--- config.mk ---
export PLATFORM = sky130hd
export DESIGN_NAME = two_door_interlock_sequencer_top_flat
export DESIGN_NICKNAME = d
export VERILOG_FILES = /design/src/sv/tdis_pkg.sv /design/src/sv/tdis_if.sv /design/src/sv/tdis_core.sv /design/src/sv/two_door_interlock_sequencer_top.sv /design/src/flat_wrapper.sv
export SDC_FILE = /design/constraint.sdc
export NUM_CORES = 1
export LEC_CHECK = 0
export ABC_CLOCK_PERIOD_IN_PS = 5900
export BUFFER_PORTS_ARGS = -buffer_cell sky130_fd_sc_hd__buf_2
export CORE_ASPECT_RATIO = 0.75
export CORE_MARGIN = 10
export CORE_UTILIZATION = 50
export DETAILED_ROUTE_END_ITERATION = 8
export PLACE_DENSITY = 0.7
export SLEW_MARGIN = 5
export SYNTH_ARGS = -nofsm -noshare
export SYNTH_HDL_FRONTEND = slang
export SYNTH_SLANG_ARGS = --single-unit
--- constraint.sdc ---
create_clock -name i_clk -period 5.9 [get_ports i_clk]
set_input_delay 0.59 -clock i_clk [delete_from_list [all_inputs] [get_ports i_clk]]
set_output_delay 0.59 -clock i_clk [all_outputs]
set_load 0.02 [all_outputs]
--- src/sv/tdis_pkg.sv ---
// Shared types, codes and a helper function for the two-door interlock sequencer.
package tdis_pkg;

    localparam int ID_BITS_DEF     = 16;
    localparam int WEIGHT_BITS_DEF = 16;
    localparam int CMD_W           = 4;
    localparam int CODE_W          = 5;
    localparam int VALUE_W         = 16;

    typedef enum logic [CMD_W-1:0] {
        EV_LS  = 4'd0,
        EV_RS  = 4'd1,
        EV_WS  = 4'd2,
        EV_LO  = 4'd3,
        EV_RO  = 4'd4,
        EV_LC  = 4'd5,
        EV_RC  = 4'd6,
        EV_GLU = 4'd7,
        EV_GLL = 4'd8,
        EV_GRU = 4'd9,
        EV_GRL = 4'd10
    } t_cmd;

    typedef enum logic [CODE_W-1:0] {
        ST_IDLE            = 5'd0,
        ST_L_SCAN          = 5'd1,
        ST_L_UNLOCK_ENTRY  = 5'd2,
        ST_L_OPEN_ENTRY    = 5'd3,
        ST_L_WEIGH         = 5'd4,
        ST_L_CLOSED_ENTRY  = 5'd5,
        ST_L_LOCKED_ENTRY  = 5'd6,
        ST_R_UNLOCK_ENTRY  = 5'd7,
        ST_R_OPEN_ENTRY    = 5'd8,
        ST_R_CLOSED_ENTRY  = 5'd9,
        ST_R_LOCKED_ENTRY  = 5'd10,
        ST_R_SCAN          = 5'd11,
        ST_R_UNLOCK_EXIT   = 5'd12,
        ST_R_OPEN_EXIT     = 5'd13,
        ST_R_WEIGH         = 5'd14,
        ST_R_CLOSED_EXIT   = 5'd15,
        ST_R_LOCKED_EXIT   = 5'd16,
        ST_L_UNLOCK_EXIT   = 5'd17,
        ST_L_OPEN_EXIT     = 5'd18,
        ST_L_CLOSED_EXIT   = 5'd19,
        ST_L_LOCKED_EXIT   = 5'd20,
        ST_ALERT           = 5'd21
    } t_state;

    typedef struct packed {
        logic en;
        t_cmd ev;
    } t_await;

    // What one processed event produces: a first result and maybe the return to idle.
    typedef struct packed {
        logic               has;
        logic               two;
        t_state             code;
        logic [VALUE_W-1:0] value;
    } t_step_res;

    typedef struct packed {
        t_state             code;
        logic [VALUE_W-1:0] value;
        logic               last;
    } t_result;

    // Event that each chained waiting state advances on.
    function automatic t_await f_awaited(input t_state st);
        t_await a;
        a.en = 1'b1;
        a.ev = EV_LS;
        unique case (st)
            ST_L_SCAN:         a.ev = EV_GLU;
            ST_L_UNLOCK_ENTRY: a.ev = EV_LO;
            ST_L_OPEN_ENTRY:   a.ev = EV_WS;
            ST_L_WEIGH:        a.ev = EV_LC;
            ST_L_CLOSED_ENTRY: a.ev = EV_GLL;
            ST_L_LOCKED_ENTRY: a.ev = EV_GRU;
            ST_R_UNLOCK_ENTRY: a.ev = EV_RO;
            ST_R_OPEN_ENTRY:   a.ev = EV_RC;
            ST_R_CLOSED_ENTRY: a.ev = EV_GRL;
            ST_R_SCAN:         a.ev = EV_GRU;
            ST_R_UNLOCK_EXIT:  a.ev = EV_RO;
            ST_R_OPEN_EXIT:    a.ev = EV_WS;
            ST_R_WEIGH:        a.ev = EV_RC;
            ST_R_CLOSED_EXIT:  a.ev = EV_GRL;
            ST_R_LOCKED_EXIT:  a.ev = EV_GLU;
            ST_L_UNLOCK_EXIT:  a.ev = EV_LO;
            ST_L_OPEN_EXIT:    a.ev = EV_LC;
            ST_L_CLOSED_EXIT:  a.ev = EV_GLL;
            default:           a.en = 1'b0;
        endcase
        return a;
    endfunction

endpackage

--- src/sv/tdis_if.sv ---
// Valid/ready channel interfaces for events in and state reports out.
interface tdis_evt_if
    import tdis_pkg::*;
();
    logic               valid;
    logic               ready;
    logic [CMD_W-1:0]   cmd;
    logic [15:0]        card_id;
    logic [15:0]        weight;

    modport source (output valid, output cmd, output card_id, output weight, input ready);
    modport sink   (input valid, input cmd, input card_id, input weight, output ready);
endinterface

interface tdis_res_if
    import tdis_pkg::*;
();
    logic               valid;
    logic               ready;
    logic [CODE_W-1:0]  state_code;
    logic [VALUE_W-1:0] shown_value;
    logic               last;

    modport source (output valid, output state_code, output shown_value, output last,
                    input ready);
    modport sink   (input valid, input state_code, input shown_value, input last,
                    output ready);
endinterface

--- src/sv/tdis_core.sv ---
// Door sequencing state machine with the kept entry and exit IDs and weights.
module tdis_core
    import tdis_pkg::*;
#(
    parameter int ID_BITS     = ID_BITS_DEF,
    parameter int WEIGHT_BITS = WEIGHT_BITS_DEF
) (
    input  logic             i_clk,
    input  logic             i_rst_n,
    input  logic             i_fire,
    input  logic [CMD_W-1:0] i_cmd,
    input  logic [15:0]      i_card_id,
    input  logic [15:0]      i_weight,
    output t_step_res        o_step
);

    // Only the low bits that reach the block can ever be kept.
    localparam int ID_KEEP = (ID_BITS < 16) ? ID_BITS : 16;
    localparam int WT_KEEP = (WEIGHT_BITS < 16) ? WEIGHT_BITS : 16;

    t_state               r_state, n_state;
    logic [ID_KEEP-1:0]   r_entry_id, n_entry_id;
    logic [ID_KEEP-1:0]   r_exit_id, n_exit_id;
    logic [WT_KEEP-1:0]   r_entry_wt, n_entry_wt;
    logic [WT_KEEP-1:0]   r_exit_wt, n_exit_wt;

    logic [ID_KEEP-1:0]   w_id_in;
    logic [WT_KEEP-1:0]   w_wt_in;
    t_await               w_await;
    t_state               w_chain;
    logic                 w_match;
    logic                 w_alert;

    assign w_id_in = i_card_id[ID_KEEP-1:0];
    assign w_wt_in = i_weight[WT_KEEP-1:0];
    assign w_await = f_awaited(r_state);
    assign w_chain = t_state'(CODE_W'(r_state) + CODE_W'(1));
    assign w_alert = (r_state == ST_R_LOCKED_EXIT) && (r_entry_wt != r_exit_wt)
                     && (r_entry_id == r_exit_id);

    always_comb begin
        if (r_state == ST_IDLE) begin
            w_match = (i_cmd == CMD_W'(EV_LS)) || (i_cmd == CMD_W'(EV_RS));
        end else begin
            w_match = w_await.en && (i_cmd == CMD_W'(w_await.ev));
        end
    end

    // Next state and kept values.
    always_comb begin
        n_state    = r_state;
        n_entry_id = r_entry_id;
        n_exit_id  = r_exit_id;
        n_entry_wt = r_entry_wt;
        n_exit_wt  = r_exit_wt;
        if (w_match) begin
            if (r_state == ST_IDLE) begin
                if (i_cmd == CMD_W'(EV_LS)) begin
                    n_state    = ST_L_SCAN;
                    n_entry_id = w_id_in;
                end else begin
                    n_state   = ST_R_SCAN;
                    n_exit_id = w_id_in;
                end
            end else if (w_alert) begin
                n_state = ST_IDLE;
            end else begin
                n_state = w_chain;
                if (w_chain == ST_L_WEIGH) begin
                    n_entry_wt = w_wt_in;
                end
                if (w_chain == ST_R_WEIGH) begin
                    n_exit_wt = w_wt_in;
                end
                if (w_chain == ST_R_LOCKED_ENTRY || w_chain == ST_L_LOCKED_EXIT) begin
                    n_state = ST_IDLE;
                end
            end
        end
    end

    // Reported result for the event at hand.
    always_comb begin
        o_step.has   = w_match;
        o_step.value = '0;
        if (r_state == ST_IDLE) begin
            o_step.code = (i_cmd == CMD_W'(EV_LS)) ? ST_L_SCAN : ST_R_SCAN;
        end else if (w_alert) begin
            o_step.code = ST_ALERT;
        end else begin
            o_step.code = w_chain;
        end
        unique case (o_step.code)
            ST_L_SCAN, ST_R_SCAN:   o_step.value = VALUE_W'(w_id_in);
            ST_L_WEIGH, ST_R_WEIGH: o_step.value = VALUE_W'(w_wt_in);
            ST_ALERT:               o_step.value = VALUE_W'(r_exit_id);
            default:                o_step.value = '0;
        endcase
        o_step.two = (o_step.code == ST_R_LOCKED_ENTRY) || (o_step.code == ST_L_LOCKED_EXIT)
                     || (o_step.code == ST_ALERT);
    end

    always_ff @(posedge i_clk) begin
        if (!i_rst_n) begin
            r_state    <= ST_IDLE;
            r_entry_id <= '0;
            r_exit_id  <= '0;
            r_entry_wt <= '0;
            r_exit_wt  <= '0;
        end else if (i_fire) begin
            r_state    <= n_state;
            r_entry_id <= n_entry_id;
            r_exit_id  <= n_exit_id;
            r_entry_wt <= n_entry_wt;
            r_exit_wt  <= n_exit_wt;
        end
    end

endmodule

--- src/sv/two_door_interlock_sequencer_top.sv ---
// Top level of the two-door interlock sequencer: input register, sequencer and result register.
//
// The block takes one door, scale or guard event per transfer and reports each state
// it enters. An event passes through an input register and the sequencer into the
// result register, so its first result is offered from the result register once
// the sequencer processes the event, which waits while that register is busy.
// One event can be accepted in every cycle; the limit is the single result register,
// which lets an event that produces a result proceed only when that register is free
// or being taken and no second result waits behind it. Events that end a walk (entry
// locked, exit locked or alert) give two results and hold the result register for two
// output transfers. Events that match nothing give no result and are dropped without waiting.
module two_door_interlock_sequencer_top
    import tdis_pkg::*;
#(
    parameter int ID_BITS     = ID_BITS_DEF,
    parameter int WEIGHT_BITS = WEIGHT_BITS_DEF
) (
    input  logic       i_clk,
    input  logic       i_rst_n,
    tdis_evt_if.sink   i_evt,
    tdis_res_if.source o_res
);

    logic             r_in_valid;
    logic [CMD_W-1:0] r_in_cmd;
    logic [15:0]      r_in_cid;
    logic [15:0]      r_in_wt;

    logic             r_out_valid;
    t_result          r_out;
    logic             r_pend;

    t_step_res        w_step;
    logic             w_can_load;
    logic             w_proc;

    // The result register can take a new first result once nothing is queued behind it and it is empty or being taken.
    assign w_can_load = !r_pend && (!r_out_valid || o_res.ready);
    assign w_proc     = r_in_valid && (w_can_load || !w_step.has);
    assign i_evt.ready = !r_in_valid || w_proc;

    tdis_core #(
        .ID_BITS     (ID_BITS),
        .WEIGHT_BITS (WEIGHT_BITS)
    ) u_core (
        .i_clk       (i_clk),
        .i_rst_n     (i_rst_n),
        .i_fire      (w_proc),
        .i_cmd       (r_in_cmd),
        .i_card_id   (r_in_cid),
        .i_weight    (r_in_wt),
        .o_step      (w_step)
    );

    always_ff @(posedge i_clk) begin
        if (!i_rst_n) begin
            r_in_valid <= 1'b0;
        end else if (i_evt.ready) begin
            r_in_valid <= i_evt.valid;
        end
    end

    always_ff @(posedge i_clk) begin
        if (i_evt.valid && i_evt.ready) begin
            r_in_cmd <= i_evt.cmd;
            r_in_cid <= i_evt.card_id;
            r_in_wt  <= i_evt.weight;
        end
    end

    always_ff @(posedge i_clk) begin
        if (!i_rst_n) begin
            r_out_valid <= 1'b0;
            r_pend      <= 1'b0;
        end else begin
            priority if (r_pend && o_res.ready) begin
                r_pend <= 1'b0;
            end else if (w_proc && w_step.has) begin
                r_out_valid <= 1'b1;
                r_pend      <= w_step.two;
            end else if (o_res.ready) begin
                r_out_valid <= 1'b0;
            end
        end
    end

    always_ff @(posedge i_clk) begin
        priority if (r_pend && o_res.ready) begin
            r_out.code  <= ST_IDLE;
            r_out.value <= '0;
            r_out.last  <= 1'b1;
        end else if (w_proc && w_step.has) begin
            r_out.code  <= w_step.code;
            r_out.value <= w_step.value;
            r_out.last  <= !w_step.two;
        end
    end

    assign o_res.valid       = r_out_valid;
    assign o_res.state_code  = r_out.code;
    assign o_res.shown_value = r_out.value;
    assign o_res.last        = r_out.last;

endmodule
--- src/flat_wrapper.sv ---
// flat-port wrapper written by rule: the top's interface ports become plain ports
module two_door_interlock_sequencer_top_flat import tdis_pkg::*;
#(
    parameter int ID_BITS     = ID_BITS_DEF,
    parameter int WEIGHT_BITS = WEIGHT_BITS_DEF
)
  (i_clk, i_rst_n, i_evt_valid, i_evt_cmd, i_evt_card_id, i_evt_weight, i_evt_ready, o_res_valid, o_res_state_code, o_res_shown_value, o_res_last, o_res_ready);
  tdis_evt_if i_evt_i ();
  tdis_res_if o_res_i ();
  input  logic i_clk;
  input  logic i_rst_n;
  input wire logic [$bits(i_evt_i.valid)-1:0] i_evt_valid;
  input wire logic [$bits(i_evt_i.cmd)-1:0] i_evt_cmd;
  input wire logic [$bits(i_evt_i.card_id)-1:0] i_evt_card_id;
  input wire logic [$bits(i_evt_i.weight)-1:0] i_evt_weight;
  output wire logic [$bits(i_evt_i.ready)-1:0] i_evt_ready;
  output wire logic [$bits(o_res_i.valid)-1:0] o_res_valid;
  output wire logic [$bits(o_res_i.state_code)-1:0] o_res_state_code;
  output wire logic [$bits(o_res_i.shown_value)-1:0] o_res_shown_value;
  output wire logic [$bits(o_res_i.last)-1:0] o_res_last;
  input wire logic [$bits(o_res_i.ready)-1:0] o_res_ready;
  assign i_evt_i.valid = i_evt_valid;
  assign i_evt_i.cmd = i_evt_cmd;
  assign i_evt_i.card_id = i_evt_card_id;
  assign i_evt_i.weight = i_evt_weight;
  assign i_evt_ready = i_evt_i.ready;
  assign o_res_valid = o_res_i.valid;
  assign o_res_state_code = o_res_i.state_code;
  assign o_res_shown_value = o_res_i.shown_value;
  assign o_res_last = o_res_i.last;
  assign o_res_i.ready = o_res_ready;
  two_door_interlock_sequencer_top #(.ID_BITS(ID_BITS), .WEIGHT_BITS(WEIGHT_BITS)) u_core (.i_clk(i_clk), .i_rst_n(i_rst_n), .i_evt(i_evt_i), .o_res(o_res_i));
endmodule
; Word level (Yosys, flattened, before mapping)
; Cells that the tools add are included.
[totals]
inputBits = 40
word_cells = 107
regBits = 130
output_inout_bits = 24
[classes]
addsub = 1
mux = 12
n_eq_ne = 33
bitwise_logic = 5
reduce_logical = 42
[ops]
columns = cell, count
row1 = == test 5 x 4 -> 1 bit (second input constant), 12
row2 = case mux 16 bit (3 select lines), 1
row3 = case mux 4 bit (9 select lines), 1
row4 = == test 5 bit (second input constant), 7
row5 = == test 5 x 3 -> 1 bit (second input constant), 6
row6 = 2-to-1 mux 5 bit, 5
row7 = OR reduction 2 bit, 12
row8 = OR reduction 18 bit, 1
row9 = == test 16 bit, 1
row10 = inequality test 16 bit, 1
row11 = == test 5 x 1 -> 1 bit (second input constant), 2
row12 = == test 5 x 2 -> 1 bit (second input constant), 2
row13 = AND reduction 5 bit, 2
row14 = logical AND 1 bit, 8
row15 = AND reduction 4 bit, 2
row16 = logical OR 1 bit, 7
row17 = adder 5 x 1 -> 5 bit (second input constant), 1
row18 = zero test 1 bit, 5
row19 = zero test 5 bit, 1
row20 = inverter 1 bit, 5
row21 = == test 4 x 1 -> 1 bit (second input constant), 1
row22 = == test 4 bit, 1
row23 = zero test 4 bit, 1
row24 = 2-to-1 mux 1 bit, 4
row25 = other kinds (3), 4

; Logic depth before layout (Yosys ltp)
; Gate-level depths: netlist of the first run.
[logic_depth]
word_depth = 12
depth_mapped = 13
mapped_depth_nobuf = 10

; Cells and area by module
; From an unflattened synthesis of the first run, not the netlist that was laid out.
[hier_totals]
hier_cells = 619
hier_area_um2 = 6217.2
[modules_own_cells]
columns = mod, instances, seq_area_each_um2, cells_each, area_each_um2
row1 = tdis_core, 1, 1381.3, 470, 4102.7
row2 = two_door_interlock_sequencer_top, 1, 1581.5, 149, 2114.5

; Least setup slack after synthesis of the first run
; Ideal clock, no wire load.
[synth_timing]
path_kind = register -> register
startpoint = reg u_core.u_core.r_state[0]
endpoint = reg u_core.r_in_cid[0] (enable)
required_ps = 5466
slack_ps = 1813
n_path_buf = 1
t_arrival_ps = 3653
setup_ps = 434
stages_incl_launch_ff = 12
period_less_slack_ps = 4087
cell_sequence = dfxtp_1 inv_1 ha_1 buf_6 mux2_1 o21ai_2 a31oi_1 o2111ai_1 nand4bb_1 and2_1 nor3b_1 nor2b_1
[synth_via]
elab_chain_len = 11
word_cells_on_any_way = 39
classes_between = eq/ne (19) / mux (3) / reduce/logical (17)
[synth_lines]
columns = element, line_no
row1 = from (decl), tdis_core.sv:21  ; t_state r_state, n_state;
row2 = from (signal assigned), tdis_core.sv:111  ; r_state <= n_state;
row3 = == test 5 bit (tied with other cells), tdis_pkg.sv:73  ; unique case (st)
row4 = OR reduction 2 bit (no source line), --
row5 = case mux 4 bit (9 select lines), tdis_pkg.sv:73
row6 = == test 4 bit, tdis_core.sv:45  ; w_match = w_await.en && (i_cmd == CMD_W'(w_await.ev));
row7 = logical AND 1 bit, tdis_core.sv:45
row8 = 2-to-1 mux 1 bit (*), tdis_core.sv:42  ; if (r_state == ST_IDLE) begin
row9 = zero test 1 bit (*), two_door_interlock_sequencer_top.sv:39  ; assign w_proc = r_in_valid && (w_can_load || !w_step.has);
row10 = logical OR 1 bit (*), two_door_interlock_sequencer_top.sv:39
row11 = logical AND 1 bit (*), two_door_interlock_sequencer_top.sv:39
row12 = logical OR 1 bit (*), two_door_interlock_sequencer_top.sv:40  ; assign i_evt.ready = !r_in_valid || w_proc;
row13 = logical AND 1 bit (*), two_door_interlock_sequencer_top.sv:64  ; if (i_evt.valid && i_evt.ready) begin
row14 = to (signal assigned), two_door_interlock_sequencer_top.sv:66  ; r_in_cid <= i_evt.card_id;
row15 = to (decl), two_door_interlock_sequencer_top.sv:26  ; logic [15:0] r_in_cid;
; Every way passes the cells marked *; elsewhere a longest branch is shown, timed or not.
; A chain may end at the register's enable or synchronous reset.

; Worst setup path after layout of the first run
[layout_timing]
startpoint = reg u_core.u_core.r_state[0]
endpoint = out i_evt_ready
[layout_via]
elab_chain_len = 10
word_cells_on_any_way = 38
classes_between = eq/ne (19) / mux (3) / reduce/logical (16)
[layout_lines]
columns = element, line_no
row1 = == test 5 bit (tied with other cells), tdis_pkg.sv:73
row2 = OR reduction 2 bit (no source line), --
row3 = case mux 4 bit (9 select lines), tdis_pkg.sv:73
row4 = == test 4 bit, tdis_core.sv:45
row5 = logical AND 1 bit, tdis_core.sv:45
row6 = 2-to-1 mux 1 bit (*), tdis_core.sv:42
row7 = zero test 1 bit (*), two_door_interlock_sequencer_top.sv:39
row8 = logical OR 1 bit (*), two_door_interlock_sequencer_top.sv:39
row9 = logical AND 1 bit (*), two_door_interlock_sequencer_top.sv:39
row10 = logical OR 1 bit (*), two_door_interlock_sequencer_top.sv:40
row11 = to (decl), flat_wrapper.sv:16  ; output wire logic [$bits(i_evt_i.ready)-1:0] i_evt_ready;
; Marks and branches as above.

==> metrics.log, run 1 <==
INFO  metric outcome = finished clean
INFO  metric detail_route.vias_per_cell = 5.723
INFO  metric hold_start = i_evt_weight[2]
INFO  metric required = 5.31 ns
INFO  metric wl_per_cell = 18.34 microns
INFO  metric grt_pass1_vias = 4542
INFO  metric internal-power = 1.711 mW
INFO  metric gr-total-overflow = 0
INFO  metric postSynthNetCount = 606
INFO  metric synth.cell_area = 5891 sq um
INFO  metric final-setup-viol-count = 0
INFO  metric power.leakage = 2.767 nW
INFO  metric drt-total-wl = 14340 microns
INFO  metric detailroute.via_count = 4475
INFO  metric utilization = 58.83%
INFO  metric pwr-share-clk = 44.7%
INFO  metric regToRegStartpoint = u_core.u_core.r_state[0]$_SDFFE_PN0P_
INFO  metric power_density = 340.2 nW/um^2
INFO  metric synth.distinct_cells = 59
INFO  metric relSlewSlack = 20.48%
INFO  metric regToRegSetupSlack = 2.07 ns
INFO  metric power.share.sequential = 44.9%
INFO  metric finalHoldViolCount = 0
INFO  metric worstSkewPairLatency = 0.42 ns
INFO  metric ys_seq_elements = 130
INFO  metric layout.cells.most_common = dfxtp_1
INFO  metric layout_area_growth_over_synthesis = 15.57%
INFO  metric endpoint_kind = primary output
INFO  metric power.share.switching = 26.13%
INFO  metric final.fill_count = 997
INFO  metric worst-endpoint-arrival = 3.55 ns
INFO  metric cts-root-buf = clkbuf_16
INFO  metric floorplan.rows = 34
INFO  metric drc_errors = 0
INFO  metric cts_max_path_buffers = 2
INFO  metric multi_input_area = 2690 sq um
INFO  metric post_cts_resized = 0
INFO  metric cap_viol_max_count = 0
INFO  metric most_used_cells_in_the_layout_excluding_fill_and_tap_cells = 94 x dfxtp_1, 80 x nand2_1, 63 x buf_2, 51 x mux2i_1, 36 x edfxtp_1
INFO  metric dpl.hpwl = 9725 microns
INFO  metric synth_area_per_cell = 10.54 sq um
INFO  metric grt_start_max_net_pins = 51
INFO  metric timing_worst_slew_pin_value = 1.186 ns
INFO  metric ctsHoldBuffers = 0
INFO  metric antenna_cells_inserted = 0
INFO  metric regArea = 2963 sq um
INFO  metric power.combinational.fraction = 10.5%
INFO  metric critical_path.startpoint_type = flop
INFO  metric grt_first_pass_wirelength = 24040 microns
INFO  metric tns = 0 ns
INFO  metric port_buffers = 63
INFO  metric final_min_period_over_clock_period = 70.14%
INFO  metric routabilityCongestion = 0.9206
INFO  metric clock_tree.htree_level_count = 4
INFO  metric worstHoldPathType = in -> reg
INFO  metric met3_wirelength = 811 microns
INFO  metric drive_gt1_share = 17.90%
INFO  metric path_class = reg -> out
INFO  metric hold_path_end = u_core.r_in_wt[2]$_DFFE_PP_
INFO  metric topRoutingLayerUsed = met4
INFO  metric cts_inserted_buffers = 17
INFO  metric layout_min_cycle_time = 4.139 ns
INFO  metric ios = 64
INFO  metric hold_depth = 1
INFO  metric cts.repair_timing.setup_buffer_count = 0
INFO  metric clock_sink_count = 130
INFO  metric p_sw = 0.6050 mW
INFO  metric core-area = 11570 sq um
INFO  metric postSynth.topFlopCell = dfxtp_1
INFO  metric placement.setup.worst_slack = 2.124 ns
INFO  metric dr.pass1.iters = 6
INFO  metric ys.warnings.count = 0
INFO  metric cts_tree = built
INFO  metric timing.rr.end = u_core.u_core.r_entry_wt[15]$_SDFFE_PN0P_
INFO  metric critPathMaxFanout = 10
INFO  metric fp.dieArea = 16570 sq um
INFO  metric nNetsFinal = 654
INFO  metric routed-wl-met2 = 6652 microns
INFO  metric finalMaxSlewViolations = 0
INFO  metric setup_repair_after_global_routing_missed_its_margin = no
INFO  metric syn-instance-count = 559
INFO  metric final_critical_path_setup_slack = 1.761 ns
INFO  metric die_height = 114 microns
INFO  metric synth-edff-count = 36
INFO  metric peakVddDrop = 227.4 uV
INFO  metric groute.usage.overall = 17.77%
INFO  metric chipWidth = 145.3 microns
INFO  metric met1Wirelength = 6555 microns
INFO  metric synth-async-reset-ratio = 0%
INFO  metric number_of_antenna_violations_at_the_first_check_in_global_routing = 0
INFO  metric route.antenna.remaining_nets = 0
INFO  metric share_of_the_yosys_chip_area_belonging_to_registers = 50.30%
INFO  metric initial_core_util = 50.91%
INFO  metric drt_iter0_drc = 426
INFO  metric cts.reportedPaths.clkPinSlew = 0.06 ns
INFO  metric fmax = 241.6 MHz
INFO  metric clock-skew-final = 0.008863 ns
INFO  metric rr_worst_depth = 10
[worst max-delay path, stage by stage, from the launching register on]
cell	delay, ns
dfxtp_1	0.51
inv_1	0.16
ha_1	0.33
mux2_1	0.35
o21ai_2	0.16
and4_1	0.20
o2111ai_1	0.10
nand4bb_1	0.32
and2_1	0.24
nor3b_1	0.49
inv_1	0.08
buf_2	0.18
[power groups by stage]
stage                     Combinational [mW]  Clock (mW)  Sequential [mW]
final                                  0.243        1.03             1.04
after global routing                   0.264        1.08             1.05
after CTS                              0.246        1.05             1.04
after detailed placement               0.245           0             1.06
after global placement                 0.241           0             1.05
after floorplan                        0.104           0             1.10
[through the flow]
stage	hold WS [ns]	area [sq um]	power, mW	std cells
after floorplan	0.4463	5891	1.201	559
after global placement	0.4408	6220	1.296	750
after detailed placement	0.4470	6220	1.302	750
after CTS	0.3328	6808	2.333	782
after global routing	0.3360	6808	2.391	782
final	0.3459	6808	2.316	782
[cell families after synthesis]
| kind of cell | Yosys count | synth area share [%] |
|---|---|---|
| mux | 53 | 9.112 |
| fa+ha+maj | 7 | 1.487 |
| xor+xnor | 38 | 5.650 |
| buf+inv | 44 | 4.163 |
| compound gates | 115 | 15.12 |
| flops | 130 | 50.30 |
| simple gates | 172 | 14.17 |
[registers in the layout, summed over array words and instances, names as in the netlist]
signal                    cells
u_core.o_res.shown_value     16
u_core.u_core.r_state         5
u_core.o_res.state_code       5
u_core.r_in_valid             1
u_core.u_core.r_exit_id      16
u_core.r_in_cmd               4
u_core.r_pend                 1
u_core.r_in_wt               16
u_core.o_res.last             1
u_core.u_core.r_exit_wt      16
u_core.o_res.valid            1
u_core.u_core.r_entry_wt     16
u_core.r_in_cid              16
u_core.u_core.r_entry_id     16
[per-layer routing]
layer | vias to the layer above | GRT usage [%]
met3 | 23 | 4.116
met1 | 2162 | 22.79
li1 | 2128 | -
met4 | 0 | 7.594
met5 | - | 0
met2 | 162 | 28.39
[cell type report]
class | instances | area share, %
tap | 162 | 2.977
multi-input combinational | 385 | 39.51
timing repair buffer | 66 | 4.962
clock buffer | 20 | 6.874
sequential | 130 | 43.52
clock inverter | 12 | 1.764
inverter | 7 | 0.3860
[cell usage after synthesis (4+ instances only)]
cell | n | area (sq um)
nor2_1 | 23 | 86.33
a21oi_1 | 27 | 135.1
a22o_1 | 16 | 140.1
a32o_1 | 16 | 160.2
buf_2 | 6 | 30.03
mux2i_1 | 51 | 510.5
ha_1 | 7 | 87.58
clkbuf_1 | 21 | 78.83
nand2_1 | 80 | 300.3
buf_6 | 6 | 67.56
o211ai_1 | 4 | 30.03
edfxtp_1 | 36 | 1081
inv_1 | 7 | 26.28
o21ai_0 | 7 | 35.03
nand4_1 | 5 | 31.28
xnor2_1 | 16 | 140.1
nand3_1 | 26 | 130.1
nor4_1 | 4 | 25.02
a21o_1 | 21 | 157.7
nor2b_1 | 6 | 37.54
xor2_1 | 22 | 192.7
dfxtp_1 | 94 | 1882
[worst max-delay path by stage]
stage	startpoint	to	depth (start not counted)
2_1_floorplan	u_core.u_core.r_state[0]$_SDFFE_PN0P_	u_core.r_in_cid[0]$_DFFE_PP_	11
5_1_grt	u_core.u_core.r_state[0]$_SDFFE_PN0P_	i_evt_ready	11
3_3_place_gp	u_core.u_core.r_state[0]$_SDFFE_PN0P_	u_core.u_core.r_entry_wt[3]$_SDFFE_PN0P_	10
3_5_place_dp	u_core.u_core.r_state[0]$_SDFFE_PN0P_	u_core.u_core.r_entry_wt[15]$_SDFFE_PN0P_	10
4_1_cts	u_core.u_core.r_state[0]$_SDFFE_PN0P_	i_evt_ready	11
6_report	u_core.u_core.r_state[0]$_SDFFE_PN0P_	i_evt_ready	11
Power figures use the tool's default switching activity.
==> run 2, diff against run 1 <==
Settings changed: ABC_CLOCK_PERIOD_IN_PS 5900 to 4220.
Clock period 5.9 ns to 4.22 ns, I/O delays scaled along.
==> metrics.log, run 2 (same netlist as run 1, synthesis figures left out) <==
INFO  metric dpl.hpwl = 10050 microns
INFO  metric finalHoldViolCount = 0
INFO  metric power.leakage = 2.854 nW
INFO  metric routabilityCongestion = 0.8402
INFO  metric met3_wirelength = 1021 microns
INFO  metric die_height = 114 microns
INFO  metric nNetsFinal = 661
INFO  metric worstSkewPairLatency = 0.42 ns
INFO  metric antenna_cells_inserted = 0
INFO  metric grt_pass1_vias = 4468
INFO  metric layout_min_cycle_time = 3.893 ns
INFO  metric regArea = 2963 sq um
INFO  metric detailroute.via_count = 4506
INFO  metric routed-wl-met2 = 6825 microns
INFO  metric cts.repair_timing.setup_buffer_count = 0
INFO  metric topRoutingLayerUsed = met4
INFO  metric wl_per_cell = 18.45 microns
INFO  metric utilization = 60.03%
INFO  metric tns = 0 ns
INFO  metric worstHoldPathType = in -> reg
INFO  metric final-setup-viol-count = 0
INFO  metric cap_viol_max_count = 0
INFO  metric path_class = reg -> out
INFO  metric ios = 64
INFO  metric clock_sink_count = 130
INFO  metric timing_worst_slew_pin_value = 1.143 ns
INFO  metric grt_first_pass_wirelength = 23230 microns
INFO  metric cts_inserted_buffers = 17
INFO  metric critical_path.startpoint_type = flop
INFO  metric initial_core_util = 50.91%
INFO  metric number_of_antenna_violations_at_the_first_check_in_global_routing = 0
INFO  metric post_cts_resized = 0
INFO  metric relSlewSlack = 23.40%
INFO  metric critPathMaxFanout = 10
INFO  metric dr.pass1.iters = 4
INFO  metric groute.usage.overall = 17.33%
INFO  metric ctsHoldBuffers = 0
INFO  metric multi_input_area = 2690 sq um
INFO  metric final_min_period_over_clock_period = 92.26%
INFO  metric finalMaxSlewViolations = 0
INFO  metric outcome = finished clean
INFO  metric cts-root-buf = clkbuf_16
INFO  metric peakVddDrop = 343.9 uV
INFO  metric port_buffers = 63
INFO  metric fp.dieArea = 16570 sq um
INFO  metric drt-total-wl = 14560 microns
INFO  metric worst-endpoint-arrival = 3.47 ns
INFO  metric layout.cells.most_common = dfxtp_1
INFO  metric endpoint_kind = primary output
INFO  metric floorplan.rows = 34
INFO  metric clock_tree.htree_level_count = 4
INFO  metric most_used_cells_in_the_layout_excluding_fill_and_tap_cells = 94 x dfxtp_1, 80 x nand2_1, 63 x buf_2, 51 x mux2i_1, 36 x edfxtp_1
INFO  metric cts_tree = built
INFO  metric met1Wirelength = 6438 microns
INFO  metric gr-total-overflow = 0
INFO  metric chipWidth = 145.3 microns
INFO  metric drive_gt1_share = 18.66%
INFO  metric clock-skew-final = 0.009063 ns
INFO  metric power_density = 493.3 nW/um^2
INFO  metric final.fill_count = 996
INFO  metric grt_start_max_net_pins = 51
INFO  metric setup_repair_after_global_routing_missed_its_margin = no
INFO  metric drt_iter0_drc = 332
INFO  metric core-area = 11570 sq um
INFO  metric route.antenna.remaining_nets = 0
INFO  metric fmax = 256.9 MHz
INFO  metric required = 3.80 ns
INFO  metric cts_max_path_buffers = 2
INFO  metric detail_route.vias_per_cell = 5.711
INFO  metric layout_area_growth_over_synthesis = 17.93%
INFO  metric drc_errors = 0
INFO  metric cts.reportedPaths.clkPinSlew = 0.06 ns
run 2: metal layers:
metal / global-route usage (%) / vias up
met4: 5.780 / 0
met5: 0 / -
met3: 5.144 / 25
met2: 27.81 / 182
met1: 22.03 / 2164
li1: - / 2135
run 2: layout make-up:
type	instances	share of cell area, %
timing repair buffer	73	5.800
sequential	130	42.65
clock inverter	9	2.341
inverter	7	0.3782
multi-input combinational	385	38.72
clock buffer	23	7.187
tap	162	2.918
run 2: worst paths after layout:
kind	startpoint	to	slack, ns	cells after the start
setup / recovery	u_core.u_core.r_state[0]$_SDFFE_PN0P_	i_evt_ready	0.33	11
hold reg to reg	u_core.o_res.state_code[0]$_SDFFE_PP0P_	u_core.o_res.state_code[0]$_SDFFE_PP0P_	0.45	2
setup reg to reg	u_core.u_core.r_state[0]$_SDFFE_PN0P_	u_core.r_in_cmd[0]$_DFFE_PP_	0.75	11
hold / removal	i_evt_weight[8]	u_core.r_in_wt[8]$_DFFE_PP_	0.18	1
run 2: power breakdown:
part | total (mW) | switching [mW] | internal [mW] | leakage [nW]
logic | 0.348 | 0.207 | 0.141 | 1.42
clock network | 1.63 | 0.548 | 1.08 | 0.321
registers | 1.45 | 0.0677 | 1.38 | 1.12
total | 3.43 | 0.823 | 2.60 | 2.85
run 2: through the flow:
stage	setup slack (ns)	std cells	area, sq um	hold slack (ns)	total power [mW]
after floorplan	0.1330	559	5891	0.4463	1.679
after CTS	0.3550	789	6947	0.1641	3.451
after global placement	0.8305	757	6285	0.4400	1.817
after detailed placement	0.7890	757	6285	0.4425	1.826
after global routing	0.09770	789	6947	0.1679	3.543
final	0.3267	789	6947	0.1756	3.427
run 2: critical path, cell delays in order (launching register included):
cell	delay [ns]
dfxtp_1	0.52
ha_1	0.44
and3_1	0.22
ha_1	0.22
nor2b_1	0.08
a31oi_1	0.16
o2111ai_1	0.13
nand4bb_1	0.29
and2_1	0.21
nor3b_1	0.45
inv_1	0.12
buf_2	0.19
==> run 3, diff against run 2 <==
Settings changed: PLACE_DENSITY 0.7 to 0.77, SYNTH_HIERARCHICAL set to 1.
==> metrics.log, run 3 <==
INFO  metric cts_inserted_buffers = 17
INFO  metric cts.reportedPaths.clkPinSlew = 0.05 ns
INFO  metric fin_area = 7227 sq um
INFO  metric synth-async-reset-ratio = 0%
INFO  metric required = 3.80 ns
INFO  metric floorplan.rows = 35
INFO  metric core-area = 12220 sq um
INFO  metric detailroute.via_count = 4785
INFO  metric clock_sink_count = 130
INFO  metric drc_errors = 0
INFO  metric grt_first_pass_wirelength = 25160 microns
INFO  metric fmax = 246.1 MHz
INFO  metric post_layout_nonfiller_instances = 856
INFO  metric setup_repair_after_global_routing_missed_its_margin = no
INFO  metric dr.pass1.iters = 6
INFO  metric timing_worst_slew_pin_value = 0.9082 ns
INFO  metric outcome = finished clean
INFO  metric placement.setup.worst_slack = 0.1919 ns
INFO  metric detail_route.vias_per_cell = 5.590
INFO  metric final_min_period_over_clock_period = 96.29%
INFO  metric layout.cells.most_common = nand2_1
INFO  metric groute.layer.met3.usage = 5.691%
INFO  metric fp.dieArea = 17340 sq um
INFO  metric route.antenna.remaining_nets = 0
INFO  metric yosys-top-cells-count = 116 x nand2_1, 94 x dfxtp_1, 71 x mux2i_1
INFO  metric worstHoldPathType = in -> reg
INFO  metric grt_start_max_net_pins = 53
INFO  metric post_place_cell_area = 6609 sq um
INFO  metric critPathMaxStageDelay = 0.44 ns
INFO  metric regArea = 2964 sq um
INFO  metric synthDominantAreaCellType = dfxtp_1
INFO  metric layout_min_cycle_time = 4.063 ns
INFO  metric synth.distinct_cells = 69
INFO  metric final.fill_count = 987
INFO  metric drt-total-wl = 16100 microns
INFO  metric worstSkewPairLatency = 0.42 ns
INFO  metric groute.usage.overall = 18.78%
INFO  metric share_of_the_yosys_chip_area_belonging_to_registers = 47.66%
INFO  metric busiest_layer = met2
INFO  metric number_of_antenna_violations_at_the_first_check_in_global_routing = 0
INFO  metric clock_tree.htree_level_count = 4
INFO  metric synth.area.top_cells = dfxtp_1 30%, edfxtp_1 17%, mux2i_1 11%
INFO  metric placedCellCount = 824
INFO  metric port_buffers = 63
INFO  metric most_used_cells_in_the_layout_excluding_fill_and_tap_cells = 116 x nand2_1, 93 x dfxtp_1, 71 x mux2i_1, 63 x buf_2, 36 x edfxtp_1
INFO  metric postSynth.topFlopCell = dfxtp_1
INFO  metric timing.hold.ws = 0.1762 ns
INFO  metric initial_core_util = 50.89%
INFO  metric worst-endpoint-arrival = 3.64 ns
INFO  metric die_height = 116.6 microns
INFO  metric report.power.total = 3.094 mW
INFO  metric postSynthNetCount = 666
INFO  metric drt_iter0_drc = 492
INFO  metric cts-root-buf = clkbuf_16
INFO  metric peakVddDrop = 294.0 uV
INFO  metric ys.warnings.count = 6
INFO  metric synth.cell_area = 6217 sq um
INFO  metric clock-skew-final = 0.006135 ns
INFO  metric relSlewSlack = 39.45%
INFO  metric ys_seq_elements = 130
INFO  metric drive_gt1_share = 17.97%
INFO  metric cap_viol_max_count = 0
INFO  metric endpoint_kind = primary output
INFO  metric antenna_cells_inserted = 0
INFO  metric dpl.hpwl = 11430 microns
INFO  metric synth-edff-count = 36
INFO  metric final_critical_path_setup_slack = 0.1567 ns
INFO  metric critPathMaxFanout = 13
INFO  metric gr-total-overflow = 0
INFO  metric finalHoldViolCount = 0
INFO  metric post-synth-top-count-cell = nand2_1
INFO  metric grt_pass1_vias = 4652
INFO  metric cts_tree = built
INFO  metric nNetsFinal = 724
INFO  metric multi_input_area = 2919 sq um
INFO  metric routabilityCongestion = 0.9246
INFO  metric power_density = 428.1 nW/um^2
INFO  metric chipWidth = 148.8 microns
INFO  metric tns = 0 ns
INFO  metric utilization = 59.15%
INFO  metric cts_max_path_buffers = 2
INFO  metric synth_largest_type_area_fraction = 30.27%
INFO  metric syn-instance-count = 619
INFO  metric layout_area_growth_over_synthesis = 16.24%
INFO  metric global_route.usage.met1 = 24.68%
INFO  metric critical_path.startpoint_type = flop
INFO  metric ctsHoldBuffers = 0
INFO  metric wl_per_cell = 18.81 microns
INFO  metric ios = 64
INFO  metric finalMaxSlewViolations = 0
INFO  metric synth_area_per_cell = 10.04 sq um
INFO  metric crit_path_max_delay_cell_type = dfxtp_2
INFO  metric crit_chain = inv_1 -> ha_1 -> mux2_2 -> a221o_1 -> o31a_2 -> a21oi_2 -> or3_4 -> nor2_1 -> and2_1 -> o21ai_1 -> buf_2
INFO  metric final-setup-viol-count = 0
INFO  metric power.leakage = 3.231 nW
INFO  metric path_class = reg -> out
INFO  metric use_met2 = 28.34%
==> run 3: changes by cell type in the layout (fill, tap and decap cells not counted), moves of 17 or more <==
| cell | previous run | this run |
|---|---|---|
| nand3_1 | 26 | 9 |
| mux2i_1 | 51 | 71 |
| nand2_1 | 80 | 116 |
| a221o_1 | 0 | 17 |
| a21o_1 | 21 | 1 |
| inv_1 | 7 | 33 |
==> run 3: final timing paths <==
path | startpoint | endpoint | slack, ns | depth (start not counted)
setup reg to reg | u_core/u_core/r_state[0]$_SDFFE_PN0P_ | u_core/u_core/r_exit_id[5]$_SDFFE_PN0P_ | 0.22 | 15
setup / recovery | u_core/u_core/r_state[0]$_SDFFE_PN0P_ | i_evt_ready | 0.16 | 11
hold reg to reg | u_core/o_res.shown_value[14]$_SDFFE_PP0P_ | u_core/o_res.shown_value[14]$_SDFFE_PP0P_ | 0.46 | 2
hold / removal | i_evt_weight[8] | u_core/r_in_wt[8]$_DFFE_PP_ | 0.18 | 1
==> run 3: area by class of cell <==
type | count | share of cell area (%)
clock buffer | 29 | 7.635
clock inverter | 3 | 0.9003
inverter | 35 | 1.818
multi-input combinational | 422 | 40.39
sequential | 130 | 41.01
tap | 166 | 2.874
timing repair buffer | 71 | 5.367
==> run 3: cells by family after synthesis <==
family                   synth area share, %
XOR/XNOR                               5.212
multiplexers                           11.61
AO/OA/AOI/OAI                          10.73
flip-flops                             47.66
adder cells (fa/ha/maj)                1.409
AND/OR/NAND/NOR                        17.97
buffers and inverters                  5.414
==> run 3: layer usage <==
layer	part of all wire [%]	wire length, microns
met1	45	7286
met5	0	0
met4	1.9	299
met2	44	7102
met3	8.8	1411
==> run 3: critical path, delay by kind of cell (launching register included) <==
family,cells,cell delay (ns)
flip-flops,1,0.44
AND/OR/NAND/NOR,3,0.53
buffers and inverters,2,0.41
adder cells (fa/ha/maj),1,0.38
AO/OA/AOI/OAI,4,1.12
multiplexers,1,0.33
==> run 3: repair_timing <==
action                     in CTS  in global routing
setup buffers                   0                  0
setup endpoints to repair       0                 18
gates resized for setup         0                  1
==> run 3: power by group <==
group          internal [mW]  leakage (nW)  switching (mW)
registers               1.34          1.11          0.0385
logic                 0.0781          1.81           0.136
clock network          0.999         0.303           0.502
total                   2.42          3.23           0.676
